[src/rtl/epcal_pkg.sv]
// Package for the epoch seconds to calendar converter.
// Holds calendar constants and the month length function; depends on nothing.
package epcal_pkg;

    localparam int unsigned EPOCH_YEAR = 1970;
    localparam int unsigned SECS_PER_DAY = 86400;
    localparam int unsigned SECS_PER_HOUR = 3600;
    localparam int unsigned SECS_PER_MIN = 60;
    localparam logic signed [4:0] RESET_OFFSET = 5'sd8;

    // Bit m is set for the months of 31 days, January is bit 0.
    localparam logic [11:0] LONG_MONTH = 12'hAD5;

    typedef logic [4:0] month_len_t;

    function automatic month_len_t month_len(input logic [3:0] m, input logic leap);
        month_len_t len;
        if (m == 4'd1) begin
            len = leap ? 5'd29 : 5'd28;
        end else begin
            len = LONG_MONTH[m] ? 5'd31 : 5'd30;
        end
        return len;
    endfunction

endpackage

[src/rtl/epoch_seconds_to_calendar.sv]
// Epoch seconds to calendar date and time of day with a whole-hour offset; uses epcal_pkg.
// A single shared compare-subtract unit runs divides, then year and month stepping.
// Steps after input accept: day, hour and minute divides, then year stepping over the Y
// whole years past 1970 (up to 136) and month stepping to month index M (up to 11).
// A new item is accepted only after the last one finishes, later while a result waits.
// Synchronous active-low reset clears control state and sets the offset to +8 hours.
module epoch_seconds_to_calendar
    import epcal_pkg::*;
(
    input  logic        aclk,
    input  logic        aresetn,
    input  logic        cfg_wr_en,
    input  logic [4:0]  cfg_wr_data,
    input  logic        s_valid,
    output logic        s_ready,
    input  logic [31:0] s_epoch_seconds,
    output logic        m_valid,
    input  logic        m_ready,
    output logic [11:0] m_year,
    output logic [3:0]  m_month,
    output logic [4:0]  m_day_of_month,
    output logic [4:0]  m_hour,
    output logic [5:0]  m_minute,
    output logic [5:0]  m_second
);

    localparam logic [2:0] ST_IDLE  = 3'd0;
    localparam logic [2:0] ST_DAY   = 3'd1;
    localparam logic [2:0] ST_HOUR  = 3'd2;
    localparam logic [2:0] ST_MIN   = 3'd3;
    localparam logic [2:0] ST_YEAR  = 3'd4;
    localparam logic [2:0] ST_MONTH = 3'd5;
    localparam logic [2:0] ST_FIN   = 3'd6;

    localparam logic signed [12:0] HOUR_SECS_S = 13'(SECS_PER_HOUR);

    logic [2:0]         state_reg, state_next;
    logic signed [4:0]  offset_reg, offset_next;
    logic [32:0]        acc_reg, acc_next;
    logic [3:0]         k_reg, k_next;
    logic [15:0]        q_reg, q_next;
    logic [15:0]        days_reg, days_next;
    logic [4:0]         hour_reg, hour_next;
    logic [5:0]         minute_reg, minute_next;
    logic [5:0]         second_reg, second_next;
    logic [11:0]        year_reg, year_next;
    logic [6:0]         mod100_reg, mod100_next;
    logic [8:0]         mod400_reg, mod400_next;
    logic [3:0]         month_reg, month_next;
    logic               m_valid_reg, m_valid_next;
    logic [11:0]        o_year_reg, o_year_next;
    logic [3:0]         o_month_reg, o_month_next;
    logic [4:0]         o_day_reg, o_day_next;
    logic [4:0]         o_hour_reg, o_hour_next;
    logic [5:0]         o_minute_reg, o_minute_next;
    logic [5:0]         o_second_reg, o_second_next;

    logic signed [17:0] off_secs;
    logic signed [33:0] shifted;
    logic               leap;
    logic [32:0]        sub_op;
    logic [33:0]        diff;
    logic               ge;
    logic [15:0]        q_shift;
    logic               out_free;

    assign off_secs = offset_reg * HOUR_SECS_S;
    assign shifted = $signed({2'b00, s_epoch_seconds}) + 34'(off_secs);
    assign leap = ((year_reg[1:0] == 2'd0) && (mod100_reg != 7'd0)) || (mod400_reg == 9'd0);

    always_comb begin
        case (state_reg)
            ST_DAY:   sub_op = 33'(SECS_PER_DAY) << k_reg;
            ST_HOUR:  sub_op = 33'(SECS_PER_HOUR) << k_reg;
            ST_MIN:   sub_op = 33'(SECS_PER_MIN) << k_reg;
            ST_YEAR:  sub_op = leap ? 33'd366 : 33'd365;
            ST_MONTH: sub_op = 33'(month_len(month_reg, leap));
            default:  sub_op = '0;
        endcase
    end

    assign diff = {1'b0, acc_reg} - {1'b0, sub_op};
    assign ge = !diff[33];
    assign q_shift = {q_reg[14:0], ge};
    assign out_free = !m_valid_reg || m_ready;
    assign s_ready = (state_reg == ST_IDLE);

    always_comb begin
        state_next = state_reg;
        offset_next = offset_reg;
        acc_next = acc_reg;
        k_next = k_reg;
        q_next = q_reg;
        days_next = days_reg;
        hour_next = hour_reg;
        minute_next = minute_reg;
        second_next = second_reg;
        year_next = year_reg;
        mod100_next = mod100_reg;
        mod400_next = mod400_reg;
        month_next = month_reg;
        m_valid_next = m_valid_reg && !m_ready;
        o_year_next = o_year_reg;
        o_month_next = o_month_reg;
        o_day_next = o_day_reg;
        o_hour_next = o_hour_reg;
        o_minute_next = o_minute_reg;
        o_second_next = o_second_reg;

        if (cfg_wr_en) begin
            offset_next = $signed(cfg_wr_data);
        end

        case (state_reg)
            ST_IDLE: begin
                if (s_valid) begin
                    acc_next = shifted[33] ? 33'd0 : shifted[32:0];
                    k_next = 4'd15;
                    q_next = '0;
                    state_next = ST_DAY;
                end
            end
            ST_DAY, ST_HOUR, ST_MIN: begin
                if (ge) begin
                    acc_next = diff[32:0];
                end
                q_next = q_shift;
                k_next = k_reg - 4'd1;
                if (k_reg == 4'd0) begin
                    q_next = '0;
                    if (state_reg == ST_DAY) begin
                        days_next = q_shift;
                        k_next = 4'd4;
                        state_next = ST_HOUR;
                    end else if (state_reg == ST_HOUR) begin
                        hour_next = q_shift[4:0];
                        k_next = 4'd5;
                        state_next = ST_MIN;
                    end else begin
                        minute_next = q_shift[5:0];
                        second_next = ge ? diff[5:0] : acc_reg[5:0];
                        acc_next = {17'd0, days_reg};
                        year_next = 12'(EPOCH_YEAR);
                        mod100_next = 7'(EPOCH_YEAR % 100);
                        mod400_next = 9'(EPOCH_YEAR % 400);
                        state_next = ST_YEAR;
                    end
                end
            end
            ST_YEAR: begin
                if (ge) begin
                    acc_next = diff[32:0];
                    year_next = year_reg + 12'd1;
                    mod100_next = (mod100_reg == 7'd99) ? 7'd0 : mod100_reg + 7'd1;
                    mod400_next = (mod400_reg == 9'd399) ? 9'd0 : mod400_reg + 9'd1;
                end else begin
                    month_next = 4'd0;
                    state_next = ST_MONTH;
                end
            end
            ST_MONTH: begin
                if ((month_reg < 4'd11) && ge) begin
                    acc_next = diff[32:0];
                    month_next = month_reg + 4'd1;
                end else begin
                    state_next = ST_FIN;
                end
            end
            ST_FIN: begin
                if (out_free) begin
                    m_valid_next = 1'b1;
                    o_year_next = year_reg;
                    o_month_next = month_reg + 4'd1;
                    o_day_next = acc_reg[4:0] + 5'd1;
                    o_hour_next = hour_reg;
                    o_minute_next = minute_reg;
                    o_second_next = second_reg;
                    state_next = ST_IDLE;
                end
            end
            default: begin
                state_next = ST_IDLE;
            end
        endcase
    end

    always_ff @(posedge aclk) begin
        if (!aresetn) begin
            state_reg <= ST_IDLE;
            offset_reg <= RESET_OFFSET;
            m_valid_reg <= 1'b0;
        end else begin
            state_reg <= state_next;
            offset_reg <= offset_next;
            m_valid_reg <= m_valid_next;
        end
    end

    always_ff @(posedge aclk) begin
        acc_reg <= acc_next;
        k_reg <= k_next;
        q_reg <= q_next;
        days_reg <= days_next;
        hour_reg <= hour_next;
        minute_reg <= minute_next;
        second_reg <= second_next;
        year_reg <= year_next;
        mod100_reg <= mod100_next;
        mod400_reg <= mod400_next;
        month_reg <= month_next;
        o_year_reg <= o_year_next;
        o_month_reg <= o_month_next;
        o_day_reg <= o_day_next;
        o_hour_reg <= o_hour_next;
        o_minute_reg <= o_minute_next;
        o_second_reg <= o_second_next;
    end

    assign m_valid = m_valid_reg;
    assign m_year = o_year_reg;
    assign m_month = o_month_reg;
    assign m_day_of_month = o_day_reg;
    assign m_hour = o_hour_reg;
    assign m_minute = o_minute_reg;
    assign m_second = o_second_reg;

    a_busy_after_accept: assert property (@(posedge aclk) disable iff (!aresetn)
        (s_valid && s_ready) |=> !s_ready)
        else $error("Input accepted again while a conversion was starting.");

    a_days_narrow_in_year: assert property (@(posedge aclk) disable iff (!aresetn)
        (state_reg == ST_YEAR) |-> (acc_reg[32:16] == 17'd0))
        else $error("Day count out of range during year stepping.");

    a_month_in_range: assert property (@(posedge aclk) disable iff (!aresetn)
        (state_reg == ST_MONTH) |-> (month_reg <= 4'd11))
        else $error("Month index out of range.");

    a_result_fields: assert property (@(posedge aclk) disable iff (!aresetn)
        m_valid |-> ((m_month >= 4'd1) && (m_month <= 4'd12) && (m_day_of_month != 5'd0)
                     && (m_hour <= 5'd23) && (m_minute <= 6'd59) && (m_second <= 6'd59)))
        else $error("Result item holds a field out of range.");

endmodule

[config.mk]
export PLATFORM = sky130hd
export DESIGN_NAME = epoch_seconds_to_calendar
export DESIGN_NICKNAME = d
export VERILOG_FILES = /design/src/rtl/epcal_pkg.sv /design/src/rtl/epoch_seconds_to_calendar.sv
export SDC_FILE = /design/constraint.sdc
export NUM_CORES = 1
export LEC_CHECK = 0
export BUFFER_PORTS_ARGS = -buffer_cell sky130_fd_sc_hd__buf_2
export CORE_ASPECT_RATIO = 1.2
export CORE_MARGIN = 1
export CORE_UTILIZATION = 43
export CTS_BUF_LIST = sky130_fd_sc_hd__clkbuf_8
export DETAILED_ROUTE_END_ITERATION = 10
export SKIP_CTS_REPAIR_TIMING = 1
export SYNTH_ARGS = -nofsm -noshare
export SYNTH_HDL_FRONTEND = slang
export SYNTH_SLANG_ARGS = --single-unit
[constraint.sdc]
create_clock -name aclk -period 7.6 [get_ports aclk]
set_clock_uncertainty 0.15 [all_clocks]
set_input_delay 0 -clock aclk [delete_from_list [all_inputs] [get_ports aclk]]
set_output_delay 0 -clock aclk [all_outputs]
set_load 0.03 [all_outputs]
Word level (Yosys, flattened, before mapping):

Memory sizes are Yosys's and may differ from the RTL's. A register that Yosys moved wholly into a read port is not among the register bits.
Cells that the tools add are included.

* register bits after elaboration: 164
* ROM bits: 16
* input bits: 42
* output and inout port bits: 40
* logic and storage cells: 136
* memories kept: 1

* add/subtract/negate cells: 8
* multiply operators: 1
* order comparisons: 2
* eq/ne operators: 18
* shifts and indexed selects: 3
* mux-type cells: 54
* bitwise logic cells: 2
* reductions and logical operators: 27

Memories
* (name not given): depth 16, width 1, read ports 1, clocked after Yosys merged registers in 1, wr ports 0, line epcal_pkg.sv:21 `len = LONG_MONTH[m] ? 5'd31 : 5'd30;`

Operator list (count)
* $mux W33: 7
* $pmux W33 S5: 1
* $pmux W33 S4: 1
* $mux W12: 4
* $mux W9: 5
* $mux W7: 5
* $add A33 B18 Y34: 1
* $sub A33 B33 Y34: 1
* $shl A12 B4 Y33 const A: 1
* $shl A17 B4 Y33 const A: 1
* $shl A6 B4 Y33 const A: 1
* $mux W15: 2
* $pmux W15 S2: 1
* $mux W4: 7
* $pmux W12 S2: 1
* $mux W3: 7
* $ne A2 B2 Y1 const B: 9
* $pmux W9 S2: 1
* $pmux W4 S2: 2
* $pmux W3 S5: 1
* $mul A5 B9 Y14 const B: 1
* $pmux W7 S2: 1
* $add A12 B1 Y12 const B: 1
* $reduce_and A5 Y1: 2
* other kinds (31): 51

Depth between registers and ports, before layout:

* word-level depth: 12
* mapped depth: 22
* gate-level depth less buffers: 21

Least setup slack after synthesis:

OpenSTA, ideal clock, no wires.

* kind: reg-to-reg
* start: reg offset_reg[4]
* end: reg acc_reg[27] (data pin)
* setup time: 0.261 ns
* arrival: 5.633 ns
* required time: 7.189 ns
* path slack: 1.557 ns
* stages on the path, launching flop included: 19
* path buffers: 1
* period minus slack after synthesis: 6.043 ns
* path through: dfxtp_1 > fa_1 > inv_1 > fa_1 > fa_1 > inv_1 > fa_1 > a21oi_1 > o21bai_1 > a21oi_1 > ha_1 > a21o_1 > a21o_1 > a21o_1 > a31o_2 > nand2_1 > nand4_1 > clkbuf_1 > a221o_1

* cells in the longest elaborated chain, start to end: 5

Ends and longest elaborated chain
* start, declared: line epoch_seconds_to_calendar.sv:38 `logic signed [4:0] offset_reg, offset_next;`
* start signal, assigned: line epoch_seconds_to_calendar.sv:194 `offset_reg <= offset_next;`
* $mul A5 B9 Y14: line epoch_seconds_to_calendar.sv:67 `assign off_secs = offset_reg * HOUR_SECS_S;`
* $add A33 B18 Y34: line epoch_seconds_to_calendar.sv:68 `assign shifted = $signed({2'b00, s_epoch_seconds}) + 34'(off_secs);`
* $mux W33: line epoch_seconds_to_calendar.sv:117 `acc_next = shifted[33] ? 33'd0 : shifted[32:0];`
* $mux W33: line epoch_seconds_to_calendar.sv:116 `if (s_valid) begin`
* $pmux W33 S4: line epoch_seconds_to_calendar.sv:114 `case (state_reg)`
* net acc_next[27]: line epoch_seconds_to_calendar.sv:39 `logic [32:0] acc_reg, acc_next;`
* end signal, assigned: line epoch_seconds_to_calendar.sv:200 `acc_reg <= acc_next;`
* end, declared: line epoch_seconds_to_calendar.sv:39

The timed path passes the listed nets, and every way through them passes these cells. The select of a mux whose other input is x is not followed.
A chain may end at the register's enable or synchronous reset.

Final worst setup path:

Same ends and word-level chain as after synthesis.

==> flow_metrics.py <==
metrics = {
    "logic_synthesis": {
        "synth_compound_area_frac": 0.202,
        "synth_most_common_cell": "edfxtp_1",
        "synthFlopType": "edfxtp_1",
        "synthAdderAreaFrac": 0.112,
        "syn_area_per_cell_um2": 9.78,
        "syn_area_um2": 11500,
        "yosysTopAreaCell": "edfxtp_1",
        "synth_area_leaders": "edfxtp_1 40%, ha_1 9.8%, a21oi_1 3.8%",
        "synth_top_area_frac": 0.404,
        "synth_mux_area_frac": 0.0189,
        "syn_nets": 1319,
        "synth_warnings": 0,
        "synth_edf_count": 155,
        "syn_inst": 1179,
        "synth_top_family_by_area": "compound AO/OA/AOI/OAI gates",
        "synth-simple-area-share": 0.148,
        "ys_seq_area_frac": 0.421,
        "synth_common_cells": "155 x edfxtp_1, 110 x nand2_1, 100 x nor2_1",
        "synthXorXnorAreaFrac": 0.0630,
        "synth_cell_type_count": 77,
        "postSynth.asyncResetShare": 0,
        "ys_ff_latch": 165,
    },
    "detailed_routing": {
        "antenna_left": 0,
        "drcViolationCount": 0,
        "drt-initial-drc-count": 632,
        "vias": 9310,
        "viasPerCell": 5.76,
        "first_pass_iters": 5,
        "routed_wl_um": 28700,
        "routedWlPerCell_um": 17.7,
    },
    "worst_setup_path": {
        "crit_path_end_kind": "flop",
        "path_class": "reg -> reg",
        "timing.rr.end": "acc_reg[27]",
        "path_cells": "fa_1, inv_1, fa_1, fa_1, inv_1, ha_1, a21o_1, a21oi_1, o21bai_1, a21oi_1, xnor2_1, ha_1, nand3_1, nor3_1, or3b_1, a21oi_1, o21ai_0, o21ai_0, a31oi_1, xnor2_1, a221o_1",
        "cp_slowest_cell": "dfxtp_1",
        "cpPeakStageDelay_ns": 0.59,
        "rrSetupSlack_ns": 1.26,
        "critPathMaxFanout": 9,
        "ff2ff_path_depth": 21,
        "cp-start-kind": "flop",
        "crit_cells": 21,
        "critPathRequiredTime_ns": 7.70,
        "critPathArrivalTime_ns": 6.44,
        "crit_buf_inv": 2,
        "critical_path.reg2reg.startpoint": "offset_reg[4]",
        "crit_family": "adder cells",
    },
    "grt": {
        "grt_max_degree": 50,
        "grt_overflow": 0,
        "first_global_vias": 8668,
        "grt_usage": 0.214,
        "grt_pass1_wl_um": 45700,
        "antenna_found_initial": 1,
    },
    "cts": {
        "h-tree-depth": 4,
        "clock-root-buffer": "clkbuf_8",
        "clkSinkCount": 165,
        "clock_path_buffers": 2,
        "clk_pin_slew_ns": 0.10,
        "cts_inserted_buffers": 17,
        "clkLatencyLatePin_ns": 0.49,
        "cts_tree": "yes",
    },
    "finish": {
        "multi_input_area_um2": 6320,
        "nets": 1407,
        "final_area_um2": 12900,
        "largest_register_ff_count": 33,
        "post-route-util": 0.491,
        "drive_above_1_share": 0.126,
        "fillers": 2564,
        "regArea_um2": 4850,
        "synthToLayoutAreaGrowth_pct": 12.2,
        "num_antenna_cells": 0,
    },
    "placed_design": {
        "gp_congestion": 0.890,
        "dp_hpwl_um": 20500,
        "place_area_um2": 12300,
        "portBuffers": 81,
    },
    "worst_hold_path": {
        "hold_path.class": "in -> reg",
        "min_from": "s_epoch_seconds[16]",
        "hold_depth": 4,
        "min_to": "acc_reg[16]",
    },
    "outcome": {
        "status": "complete, but fails checks",
        "failed_checks": "negative hold slack",
    },
    "die": {
        "num_rows": 65,
        "core_area_um2": 26400,
        "ios": 82,
        "die_area_um2": 27500,
        "die_w_um": 151,
        "initial_core_util": 0.438,
        "dieHeight_um": 181,
    },
    "sta": {
        "finalHoldViolCount": 3,
        "setup-violations-final": 0,
        "period_share": 0.835,
        "finalSetupTns_ns": 0,
        "fmax_mhz": 158,
        "relSlewSlack": 0.290,
        "hold_slack_ns": -0.0129,
        "worst_pin_slew_ns": 1.06,
        "grt_setup_unrepaired": "no",
        "slew_violations": 0,
        "fin_crit_ns": 6.34,
    },
    "power_and_ir_drop": {
        "power_density_nw_per_um2": 348,
        "finalPower_mw": 4.50,
        "ir_drop_mv": 0.151,
        "p_leak_nw": 5.12,
    },
    "flow_run": {
        "maxCapViolCount": 0,
    },
}
==> logic make-up (layout without fill, tap and decap cells) <==
logic type | after synthesis | after routing
AND/OR/NAND/NOR | 366 | 366
AO/OA/AOI/OAI | 344 | 344
flip-flops | 165 | 165
buffers and inverters | 102 | 203
adder cells (fa/ha/maj) | 98 | 98
XOR/XNOR | 83 | 83
multiplexers | 21 | 21
==> cell type report <==
class	count	area share
multi-input cells	912	0.488
well taps	335	0.0324
repair buffers	121	0.0601
clock buffers	17	0.0181
inverters	50	0.0145
flip-flops and latches	165	0.375
clock inverters	15	0.0114
==> layout by cell type, fill, tap and decap left out, types with 17 or more instances in the layout <==
master	synthesis	routed
clkbuf_8	0	17
edfxtp_1	155	155
buf_2	5	81
a21o_1	35	35
and3_1	26	26
nor3_1	19	19
xnor2_1	49	49
a21oi_1	87	86
o21ai_0	72	72
nand3_1	46	46
ha_1	90	90
dlygate4sd3_1	0	24
nor2_1	100	98
xor2_1	34	34
nand2_1	110	110
inv_1	48	48
==> power breakdown <==
part	switching, mW	total [mW]	internal (mW)
registers	0.139	1.39	1.25
clock network	0.367	0.635	0.267
logic	1.46	2.47	1.01
==> per-stage QoR <==
step | hold slack [ns] | setup WS (ns) | cells
2_1_floorplan | -0.0196 | 1.56 | 1179
3_3_place_gp | 0.105 | 1.40 | 1559
6_report | -0.0129 | 1.26 | 1615
3_5_place_dp | 0.0904 | 1.25 | 1559
5_1_grt | 0.00794 | 0.826 | 1615
4_1_cts | -0.433 | 1.23 | 1591
==> tightest hold or removal path: stages <==
cell	delay [ns]
buf_2	0.08
ha_1	0.19
xnor2_1	0.15
a21o_1	0.11
==> per-layer routing <==
layer / global-route usage / up-vias / wire length [um] / share of wire
met5: 0 / - / 0 / 0
met3: 0.0312 / 32 / 1310 / 0.046
li1: - / 4580 / - / -
met1: 0.287 / 4458 / 13000 / 0.45
met4: 0.0689 / 0 / 527 / 0.018
met2: 0.353 / 240 / 13800 / 0.48
==> how the worst max path moves through the flow <==
stage	start	end	slack, ns
2_1_floorplan	offset_reg[4]	acc_reg[27]	1.56
3_3_place_gp	offset_reg[4]	acc_reg[27]	1.40
3_5_place_dp	offset_reg[4]	acc_reg[27]	1.25
4_1_cts	offset_reg[4]	acc_reg[27]	1.23
5_1_grt	offset_reg[4]	acc_reg[27]	0.83
6_report	offset_reg[4]	acc_reg[27]	1.26
(Power assumes the default switching activity.)
